### config.mk
export PLATFORM = sky130hd
export DESIGN_NAME = timeout_table_engine_unit
export DESIGN_NICKNAME = d
export VERILOG_FILES = /design/src/tte_pkg.sv /design/src/tte_front.sv /design/src/tte_scan.sv /design/src/tte_back.sv /design/src/timeout_table_engine_unit.sv
export SDC_FILE = /design/constraint.sdc
export NUM_CORES = 2
export LEC_CHECK = 0
export ABC_AREA = 1
export BUFFER_PORTS_ARGS = -buffer_cell sky130_fd_sc_hd__buf_4
export CAP_MARGIN = 20
export CORE_UTILIZATION = 50
export DETAILED_ROUTE_END_ITERATION = 10
export PLACE_DENSITY_LB_ADDON = 0.12
export SYNTH_ARGS = -nofsm -noshare
export SYNTH_HDL_FRONTEND = slang
export SYNTH_HIERARCHICAL = 1
export SYNTH_SLANG_ARGS = --single-unit
export TNS_END_PERCENT = 30
### constraint.sdc
create_clock -name clk -period 5.95 [get_ports clk]
set_input_delay 0.595 -clock clk [delete_from_list [all_inputs] [get_ports clk]]
set_output_delay 0.595 -clock clk [all_outputs]
set_load 0.005 [all_outputs]
### src/tte_pkg.sv
package tte_pkg;

    localparam int KIND_W    = 3;
    localparam int ID_W      = 6;
    localparam int TMO_W     = 24;
    localparam int ELAP_W    = 16;
    localparam int STATUS_W  = 2;
    localparam int TIME_W    = 32;
    localparam int MAX_FIRES = 32;
    localparam int FCNT_W    = 6;
    localparam int IN_W      = 56;
    localparam int OUT_W     = 40;

    localparam logic [KIND_W-1:0] KIND_ADD    = 3'd0;
    localparam logic [KIND_W-1:0] KIND_ADJUST = 3'd1;
    localparam logic [KIND_W-1:0] KIND_FIRE   = 3'd2;
    localparam logic [KIND_W-1:0] KIND_TICK   = 3'd3;
    localparam logic [KIND_W-1:0] KIND_CLEAR  = 3'd4;

    localparam logic [STATUS_W-1:0] ST_OK        = 2'd0;
    localparam logic [STATUS_W-1:0] ST_NOT_FOUND = 2'd1;
    localparam logic [STATUS_W-1:0] ST_BAD_ID    = 2'd2;

    typedef enum logic [2:0] {
        OP_ADD,
        OP_ADJUST,
        OP_FIRE,
        OP_TICK,
        OP_CLEAR,
        OP_NOP
    } op_t;

    typedef struct packed {
        op_t               op;
        logic              bad_id;
        logic [ID_W-1:0]   id;
        logic [TMO_W-1:0]  timeout;
        logic [ELAP_W-1:0] elapsed;
    } item_t;

    typedef struct packed {
        logic              en;
        logic [ID_W-1:0]   idx;
        logic [TIME_W-1:0] expiry;
        logic [TIME_W-1:0] order;
    } mem_wr_t;

    typedef struct packed {
        logic start;
        logic only_due;
    } scan_ctl_t;

    typedef struct packed {
        logic                     done;
        logic                     found;
        logic [ID_W-1:0]          best_idx;
        logic signed [TIME_W-1:0] best_d;
    } scan_res_t;

    typedef enum logic [2:0] {
        BK_IDLE,
        BK_FIRE_OUT,
        BK_SCAN,
        BK_SUM_SCAN,
        BK_SUM_OUT
    } bk_state_t;

endpackage

### src/tte_front.sv
module tte_front #(
    parameter int TABLE_SIZE = 32
) (
    input  logic                       clk,
    input  logic                       rst_n,
    input  logic                       s_valid,
    output logic                       s_ready,
    input  logic [tte_pkg::IN_W-1:0]   s_data,
    output logic                       q_valid,
    input  logic                       q_pop,
    output tte_pkg::item_t             q_item
);
    import tte_pkg::*;

    item_t             slot_reg [2];
    logic              wr_ptr_reg, rd_ptr_reg;
    logic [1:0]        cnt_reg;
    item_t             cls;
    logic [KIND_W-1:0] kind;
    logic              push, pop;

    assign kind = s_data[2:0];

    always_comb
    begin
        cls.id      = s_data[8:3];
        cls.timeout = s_data[32:9];
        cls.elapsed = s_data[48:33];
        cls.bad_id  = (kind <= KIND_FIRE) && (cls.id >= ID_W'(TABLE_SIZE));
        unique case (kind)
            KIND_ADD:    cls.op = OP_ADD;
            KIND_ADJUST: cls.op = OP_ADJUST;
            KIND_FIRE:   cls.op = OP_FIRE;
            KIND_TICK:   cls.op = OP_TICK;
            KIND_CLEAR:  cls.op = OP_CLEAR;
            default:     cls.op = OP_NOP;
        endcase
    end

    assign s_ready = (cnt_reg != 2'd2);
    assign q_valid = (cnt_reg != 2'd0);
    assign q_item  = slot_reg[rd_ptr_reg];
    assign push    = s_valid && s_ready;
    assign pop     = q_pop && q_valid;

    always_ff @(posedge clk)
    begin
        if (push)
        begin
            slot_reg[wr_ptr_reg] <= cls;
        end
    end

    always_ff @(posedge clk or negedge rst_n)
    begin
        if (!rst_n)
        begin
            wr_ptr_reg <= 1'b0;
            rd_ptr_reg <= 1'b0;
            cnt_reg    <= 2'd0;
        end
        else
        begin
            if (push)
            begin
                wr_ptr_reg <= ~wr_ptr_reg;
            end
            if (pop)
            begin
                rd_ptr_reg <= ~rd_ptr_reg;
            end
            cnt_reg <= cnt_reg + 2'(push) - 2'(pop);
        end
    end

endmodule

### src/tte_scan.sv
module tte_scan #(
    parameter int TABLE_SIZE = 32
) (
    input  logic                              clk,
    input  logic                              rst_n,
    input  tte_pkg::mem_wr_t                  wr,
    input  tte_pkg::scan_ctl_t                ctl,
    input  logic [TABLE_SIZE-1:0]             armed,
    input  logic [tte_pkg::TIME_W-1:0]        now_ms,
    input  logic [tte_pkg::TIME_W-1:0]        order_cnt,
    output tte_pkg::scan_res_t                res
);
    import tte_pkg::*;

    localparam int IDX_W = (TABLE_SIZE > 1) ? $clog2(TABLE_SIZE) : 1;

    logic [2*TIME_W-1:0]      mem [TABLE_SIZE];
    logic [2*TIME_W-1:0]      rd_reg;
    logic                     issue_reg;
    logic [IDX_W-1:0]         issue_idx_reg;
    logic                     p1_valid_reg, p1_last_reg;
    logic [IDX_W-1:0]         p1_idx_reg;
    logic                     p2_valid_reg, p2_last_reg;
    logic [IDX_W-1:0]         p2_idx_reg;
    logic signed [TIME_W-1:0] d_reg;
    logic [TIME_W-1:0]        age_reg;
    logic                     found_reg, done_reg;
    logic [IDX_W-1:0]         best_idx_reg;
    logic signed [TIME_W-1:0] best_d_reg;
    logic [TIME_W-1:0]        best_age_reg;
    logic                     take;

    always_ff @(posedge clk)
    begin
        if (wr.en)
        begin
            mem[wr.idx[IDX_W-1:0]] <= {wr.expiry, wr.order};
        end
    end

    always_ff @(posedge clk)
    begin
        rd_reg  <= mem[issue_idx_reg];
        p1_idx_reg <= issue_idx_reg;
        // distance from now (signed) and age relative to the order counter
        d_reg   <= rd_reg[2*TIME_W-1:TIME_W] - now_ms;
        age_reg <= order_cnt - rd_reg[TIME_W-1:0];
        p2_idx_reg <= p1_idx_reg;
    end

    assign take = p2_valid_reg && armed[p2_idx_reg]
                  && (!ctl.only_due || d_reg <= 0)
                  && (!found_reg || d_reg < best_d_reg
                      || (d_reg == best_d_reg && age_reg > best_age_reg));

    always_ff @(posedge clk or negedge rst_n)
    begin
        if (!rst_n)
        begin
            issue_reg     <= 1'b0;
            issue_idx_reg <= '0;
            p1_valid_reg  <= 1'b0;
            p1_last_reg   <= 1'b0;
            p2_valid_reg  <= 1'b0;
            p2_last_reg   <= 1'b0;
            found_reg     <= 1'b0;
            done_reg      <= 1'b0;
        end
        else
        begin
            p1_valid_reg <= issue_reg;
            p1_last_reg  <= issue_reg && (issue_idx_reg == IDX_W'(TABLE_SIZE - 1));
            p2_valid_reg <= p1_valid_reg;
            p2_last_reg  <= p1_last_reg;
            done_reg     <= p2_valid_reg && p2_last_reg;
            if (ctl.start)
            begin
                issue_reg     <= 1'b1;
                issue_idx_reg <= '0;
                found_reg     <= 1'b0;
            end
            else
            begin
                if (issue_reg)
                begin
                    if (issue_idx_reg == IDX_W'(TABLE_SIZE - 1))
                    begin
                        issue_reg <= 1'b0;
                    end
                    else
                    begin
                        issue_idx_reg <= issue_idx_reg + 1'b1;
                    end
                end
                if (take)
                begin
                    found_reg <= 1'b1;
                end
            end
        end
    end

    always_ff @(posedge clk)
    begin
        if (take)
        begin
            best_idx_reg <= p2_idx_reg;
            best_d_reg   <= d_reg;
            best_age_reg <= age_reg;
        end
    end

    assign res.done     = done_reg;
    assign res.found    = found_reg;
    assign res.best_idx = ID_W'(best_idx_reg);
    assign res.best_d   = best_d_reg;

endmodule

### src/tte_back.sv
module tte_back #(
    parameter int TABLE_SIZE = 32
) (
    input  logic                       clk,
    input  logic                       rst_n,
    input  logic                       q_valid,
    output logic                       q_pop,
    input  tte_pkg::item_t             q_item,
    output logic                       out_valid,
    input  logic                       out_ready,
    output logic                       out_fire,
    output logic                       out_last,
    output logic [tte_pkg::OUT_W-1:0]  out_data
);
    import tte_pkg::*;

    localparam int IDX_W = (TABLE_SIZE > 1) ? $clog2(TABLE_SIZE) : 1;

    bk_state_t           state_reg, state_next;
    logic [TABLE_SIZE-1:0] armed_reg;
    logic [TIME_W-1:0]   now_reg, order_reg;
    logic [STATUS_W-1:0] status_reg;
    logic                only_due_reg, chain_reg;
    logic [ID_W-1:0]     fire_id_reg;
    logic [FCNT_W-1:0]   fire_cnt_reg;
    logic                out_valid_reg, out_fire_reg, out_last_reg;
    logic [OUT_W-1:0]    out_data_reg;

    logic                out_free, id_armed;
    logic                arm_go, fire_load, sum_load;
    mem_wr_t             wr;
    scan_ctl_t           ctl;
    scan_res_t           res;
    logic [TMO_W-1:0]    delay;

    assign out_free = !out_valid_reg || out_ready;
    assign id_armed = armed_reg[q_item.id[IDX_W-1:0]];

    tte_scan #(.TABLE_SIZE(TABLE_SIZE)) u_scan (
        .clk      (clk),
        .rst_n    (rst_n),
        .wr       (wr),
        .ctl      (ctl),
        .armed    (armed_reg),
        .now_ms   (now_reg),
        .order_cnt(order_reg),
        .res      (res)
    );

    assign wr.en     = arm_go;
    assign wr.idx    = q_item.id;
    assign wr.expiry = now_reg + TIME_W'(q_item.timeout);
    assign wr.order  = order_reg;

    // no armed entry or already due: zero delay
    always_comb
    begin
        if (!res.found || res.best_d <= 0)
        begin
            delay = '0;
        end
        else if (res.best_d[TIME_W-1:TMO_W] != '0)
        begin
            delay = '1;
        end
        else
        begin
            delay = res.best_d[TMO_W-1:0];
        end
    end

    always_comb
    begin
        state_next = state_reg;
        q_pop      = 1'b0;
        arm_go     = 1'b0;
        fire_load  = 1'b0;
        sum_load   = 1'b0;
        ctl.start  = 1'b0;
        ctl.only_due = only_due_reg && (state_reg == BK_SCAN);
        unique case (state_reg)
            BK_IDLE:
            begin
                if (q_valid)
                begin
                    q_pop     = 1'b1;
                    ctl.start = 1'b1;
                    state_next = BK_SUM_SCAN;
                    if (!q_item.bad_id)
                    begin
                        unique case (q_item.op)
                            OP_ADD:    arm_go = 1'b1;
                            OP_ADJUST: arm_go = id_armed;
                            OP_FIRE:
                            begin
                                if (id_armed)
                                begin
                                    ctl.start  = 1'b0;
                                    state_next = BK_FIRE_OUT;
                                end
                            end
                            OP_TICK, OP_CLEAR: state_next = BK_SCAN;
                            default: ;
                        endcase
                    end
                end
            end
            BK_SCAN:
            begin
                if (res.done)
                begin
                    if (res.found && fire_cnt_reg < FCNT_W'(MAX_FIRES))
                    begin
                        state_next = BK_FIRE_OUT;
                    end
                    else
                    begin
                        ctl.start  = 1'b1;
                        state_next = BK_SUM_SCAN;
                    end
                end
            end
            BK_FIRE_OUT:
            begin
                if (out_free)
                begin
                    fire_load  = 1'b1;
                    ctl.start  = 1'b1;
                    state_next = chain_reg ? BK_SCAN : BK_SUM_SCAN;
                end
            end
            BK_SUM_SCAN:
            begin
                if (res.done)
                begin
                    state_next = BK_SUM_OUT;
                end
            end
            BK_SUM_OUT:
            begin
                if (out_free)
                begin
                    sum_load   = 1'b1;
                    state_next = BK_IDLE;
                end
            end
            default: state_next = BK_IDLE;
        endcase
    end

    always_ff @(posedge clk or negedge rst_n)
    begin
        if (!rst_n)
        begin
            state_reg     <= BK_IDLE;
            armed_reg     <= '0;
            now_reg       <= '0;
            order_reg     <= '0;
            status_reg    <= ST_OK;
            only_due_reg  <= 1'b0;
            chain_reg     <= 1'b0;
            fire_cnt_reg  <= '0;
            out_valid_reg <= 1'b0;
        end
        else
        begin
            state_reg <= state_next;
            if (fire_load || sum_load)
            begin
                out_valid_reg <= 1'b1;
            end
            else if (out_ready)
            begin
                out_valid_reg <= 1'b0;
            end
            if (arm_go)
            begin
                armed_reg[q_item.id[IDX_W-1:0]] <= 1'b1;
                order_reg <= order_reg + 1'b1;
            end
            if (fire_load)
            begin
                armed_reg[fire_id_reg[IDX_W-1:0]] <= 1'b0;
                fire_cnt_reg <= fire_cnt_reg + 1'b1;
            end
            if (sum_load)
            begin
                status_reg <= ST_OK;
            end
            if (state_reg == BK_SCAN && state_next == BK_FIRE_OUT)
            begin
                chain_reg <= 1'b1;
            end
            if (state_reg == BK_IDLE && q_valid)
            begin
                fire_cnt_reg <= '0;
                chain_reg    <= 1'b0;
                only_due_reg <= (q_item.op == OP_TICK);
                if (q_item.bad_id)
                begin
                    status_reg <= ST_BAD_ID;
                end
                else if (q_item.op == OP_ADJUST && !id_armed)
                begin
                    status_reg <= ST_NOT_FOUND;
                end
                if (!q_item.bad_id && q_item.op == OP_TICK)
                begin
                    now_reg <= now_reg + TIME_W'(q_item.elapsed);
                end
            end
        end
    end

    always_ff @(posedge clk)
    begin
        if (state_reg == BK_IDLE)
        begin
            fire_id_reg <= q_item.id;
        end
        else if (state_reg == BK_SCAN && res.done)
        begin
            fire_id_reg <= res.best_idx;
        end
        if (fire_load)
        begin
            out_fire_reg <= 1'b1;
            out_last_reg <= 1'b0;
            out_data_reg <= OUT_W'(fire_id_reg);
        end
        else if (sum_load)
        begin
            out_fire_reg <= 1'b0;
            out_last_reg <= 1'b1;
            out_data_reg <= OUT_W'({delay, res.found, status_reg, {ID_W{1'b0}}});
        end
    end

    assign out_valid = out_valid_reg;
    assign out_fire  = out_fire_reg;
    assign out_last  = out_last_reg;
    assign out_data  = out_data_reg;

    a_fire_disarms: assert property (@(posedge clk) disable iff (!rst_n)
        fire_load |=> !armed_reg[$past(fire_id_reg[IDX_W-1:0])])
        else $error("fired id still armed");

    a_done_in_scan: assert property (@(posedge clk) disable iff (!rst_n)
        res.done |-> (state_reg == BK_SCAN || state_reg == BK_SUM_SCAN))
        else $error("scan finished outside a scan state");

    a_sum_is_last: assert property (@(posedge clk) disable iff (!rst_n)
        sum_load |=> (out_valid_reg && out_last_reg && !out_fire_reg))
        else $error("summary not presented as last");

    a_fire_cap: assert property (@(posedge clk) disable iff (!rst_n)
        fire_load |-> fire_cnt_reg < FCNT_W'(MAX_FIRES))
        else $error("too many fires in one transaction");

endmodule

### src/timeout_table_engine_unit.sv
// Ordered timeout table: add, adjust, fire, tick and clear transactions on the slave
// stream; each produces zero or more fired-id results (tuser=1) and then one summary
// (tlast=1) with status, armed flag and delay to the next expiry. Items are processed
// one at a time. Every scan reads the table one entry at a time through the single
// read port of the expiry/order memory: add, adjust, fire and no-op items need one
// summary scan, tick and clear need F+2 scans for F fired ids. A two-entry input
// queue accepts further items while one is in progress.
module timeout_table_engine_unit #(
    parameter int TABLE_SIZE = 32
) (
    input  logic                       clk,
    input  logic                       rst_n,
    input  logic                       s_axis_tvalid,
    output logic                       s_axis_tready,
    // kind[2:0], timer_id[8:3], timeout_ms[32:9], elapsed_ms[48:33]
    input  logic [tte_pkg::IN_W-1:0]   s_axis_tdata,
    output logic                       m_axis_tvalid,
    input  logic                       m_axis_tready,
    // fired_id[5:0], status[7:6], has_timer[8], next_delay_ms[32:9]
    output logic [tte_pkg::OUT_W-1:0]  m_axis_tdata,
    // is_fire[0]
    output logic                       m_axis_tuser,
    output logic                       m_axis_tlast
);
    import tte_pkg::*;

    logic  q_valid, q_pop;
    item_t q_item;

    tte_front #(.TABLE_SIZE(TABLE_SIZE)) u_front (
        .clk    (clk),
        .rst_n  (rst_n),
        .s_valid(s_axis_tvalid),
        .s_ready(s_axis_tready),
        .s_data (s_axis_tdata),
        .q_valid(q_valid),
        .q_pop  (q_pop),
        .q_item (q_item)
    );

    tte_back #(.TABLE_SIZE(TABLE_SIZE)) u_back (
        .clk      (clk),
        .rst_n    (rst_n),
        .q_valid  (q_valid),
        .q_pop    (q_pop),
        .q_item   (q_item),
        .out_valid(m_axis_tvalid),
        .out_ready(m_axis_tready),
        .out_fire (m_axis_tuser),
        .out_last (m_axis_tlast),
        .out_data (m_axis_tdata)
    );

endmodule
==> flow_metrics.env <==
export IMPL_synth_edf_count=2229
export IMPL_multi_input_area_um2=28000
export IMPL_die_h_um=460
export IMPL_power_density_nw_per_um2=526
export IMPL_avgSynthCellArea_um2=11.7
export IMPL_synth_top_area_cell="edfxtp_1"
export IMPL_clock_root_buffer="clkbuf_16"
export IMPL_fin_cells=12100
export IMPL_slew_headroom=0.207
export IMPL_finalCritPeriodShare=0.853
export IMPL_layout_nets=9304
export IMPL_cpLargestDelayFamily="simple AND/OR/NAND/NOR gates"
export IMPL_vias_per_cell=5.94
export IMPL_syn2layout_area_growth_pct=12.5
export IMPL_finalSetupViolCount=0
export IMPL_insertion_delay_ps=930
export IMPL_yosys_warnings=6
export IMPL_synth_most_common_cell="edfxtp_1"
export IMPL_syn_inst=8929
export IMPL_cts_setup_buffers=0
export IMPL_hold_viol=0
export IMPL_postRouteAntennaNets=0
export IMPL_hold_class="in -> async"
export IMPL_synth_cell_types=50
export IMPL_cp_cell_sequence="inv_4 > nand2_1 > nand2_1 > inv_1 > nor3_1 > nand2_1 > nand2_1 > nor2_1 > nand3_1 > nand2_1 > inv_2 > nand3_1 > nor2_4 > buf_4"
export IMPL_vias=71600
export IMPL_seq_area_frac_synth=0.700
export IMPL_grt_overflow=0
export IMPL_die_area_um2=212000
export IMPL_dp_cells=11500
export IMPL_start_kind="flop"
export IMPL_avgRoutedWirePerCell_um=25.2
export IMPL_post_place_ws_ps=902
export IMPL_fp_dieW_um=460
export IMPL_clock_sinks=2522
export IMPL_fin_tns_setup_ps=0
export IMPL_drc_errors=0
export IMPL_netlist_area_um2=105000
export IMPL_final_cell_area_um2=118000
export IMPL_cpMaxStageDelayCell="buf_4"
export IMPL_cts_tree="yes"
export IMPL_rows=167
export IMPL_period_minus_slack_ps=5070
export IMPL_cp_max_fo=47
export IMPL_rsz0062_at_grt="false"
export IMPL_ys_top_cells_by_count="edfxtp_1, nor2_1, o21ai_0, nand2_1, inv_1"
export IMPL_numCtsBuffers=278
export IMPL_grtUsageTotal=0.284
export IMPL_peakVddDrop_uv=482
export IMPL_grt_pass1_vias=67400
export IMPL_crit_arrival_ps=5580
export IMPL_fin_ws_ps=876
export IMPL_placedInstanceArea_um2=109000
export IMPL_finalMaxSlewViolations=0
export IMPL_seq_area_um2=73500
export IMPL_largest_reg_flops=2048
export IMPL_grt_pass1_wl_um=444000
export IMPL_status="completed"
export IMPL_clock_skew_ps=67.2
export IMPL_core_area_um2=208000
export IMPL_worstMarginPinSlew_ps=1190
export IMPL_dp_final_hpwl_um=174000
export IMPL_boundaryPins=104
export IMPL_timing_hold_ws_ps=256
export IMPL_ctsResizeCount=0
export IMPL_worstSetupPathType="reg -> reg"
export IMPL_n_fill_cell=17200
export IMPL_start_util=0.505
export IMPL_io_buffers=89
export IMPL_cp_required_ps=6460
export IMPL_path_common_cell="nand2_1"
export IMPL_path_clk_slew_ps=60
export IMPL_critPathBufInv=4
export IMPL_power_leakage_nw=43.1
export IMPL_synth_top_area_frac=0.638
export IMPL_end_kind="flop"
export IMPL_wirelength_um=303000
export IMPL_drive_gt1_frac=0.0799
export IMPL_cts_htree_levels=5
export IMPL_drv_cap=0
export IMPL_slowest_delay_ps=960
export IMPL_fmax_mhz=197
export IMPL_synth_seq_cells=2522
export IMPL_drtIter0Drc=8617
export IMPL_post_route_util=0.568
export IMPL_antenna_found_initial=11
export IMPL_synthArstFlopShare=0.0500
export IMPL_synth_top_flop_cell="edfxtp_1"
export IMPL_synth_area_leaders="edfxtp_1, o21ai_0, nor2_1, nand2_1, dfxtp_1"
export IMPL_dr_pass1_iters=6
export IMPL_hold_buffers=53
export IMPL_fin_total_pwr_mw=62.0
export IMPL_gp_congestion=0.901
export IMPL_clockBufferDepth=4
export IMPL_grt_max_degree=176
-- area by class of cell --
cell class              instances  area share
diodes                          8    0.000170
repair buffers                337      0.0253
multi-input cells            5476       0.237
well taps                    2788      0.0296
clock buffers                 360      0.0635
inverters                     454      0.0149
clock inverters               110     0.00707
flip-flops and latches       2522       0.622
-- worst paths after layout --
kind,from,to,slack [ps],cells after the start
worst max-delay path,u_front/rd_ptr_reg,u_back/u_scan/mem[6][32],880,14
worst min-delay path,rst_n,u_back/now_reg[1],260,2
worst max register to register,u_front/rd_ptr_reg,u_back/u_scan/mem[6][32],880,14
worst min register to register,u_back/u_scan/p1_idx_reg[1],u_back/u_scan/p2_idx_reg[1],330,0
max in group asynchronous,rst_n,u_back/armed_reg[0],4270,3
min in group clk,u_back/u_scan/p1_idx_reg[1],u_back/u_scan/p2_idx_reg[1],330,0
-- report_power, final --
group | switching, mW | leakage (nW) | internal [mW]
registers | 1.05 | 25.1 | 22.8
logic | 16.1 | 13.9 | 6.06
clock network | 6.75 | 4.09 | 9.32
total | 23.9 | 43.1 | 38.2
-- layer usage --
metal	vias up	wire length, um	GRT usage
met2	3153	139000	0.443
met3	418	27600	0.0487
met4	2	7240	0.0743
met5	-	13	0
li1	32300	-	-
met1	35700	130000	0.412
-- logic make-up after synthesis --
logic type      synth area share
fa+ha+maj                 0.0212
xor+xnor                  0.0103
simple gates               0.111
flops                      0.700
mux                     0.000107
compound gates             0.119
other cells            0.0000716
buf+inv                   0.0383
-- cells in the final DEF (no fill, tap or decap), types with 44 or more instances in the layout --
master,synthesis,final
o22ai_1,377,377
o21ai_0,1185,1185
clkinv_2,0,44
a21oi_1,270,270
nor2_1,1514,1479
nand3_1,225,225
ha_1,171,171
xor2_1,85,68
o211ai_1,96,96
o221ai_1,83,83
clkbuf_16,0,284
edfxtp_1,2229,2229
nor3_1,54,54
o21ai_1,102,102
dlygate4sd3_1,0,53
nand4_1,50,50
buf_4,52,257
dfxtp_1,167,167
dfrtp_1,126,118
inv_1,444,441
clkbuf_1,267,66
nand2_1,1039,1039
a31oi_1,51,50
Note: power is estimated with default switching activity, not from simulation.
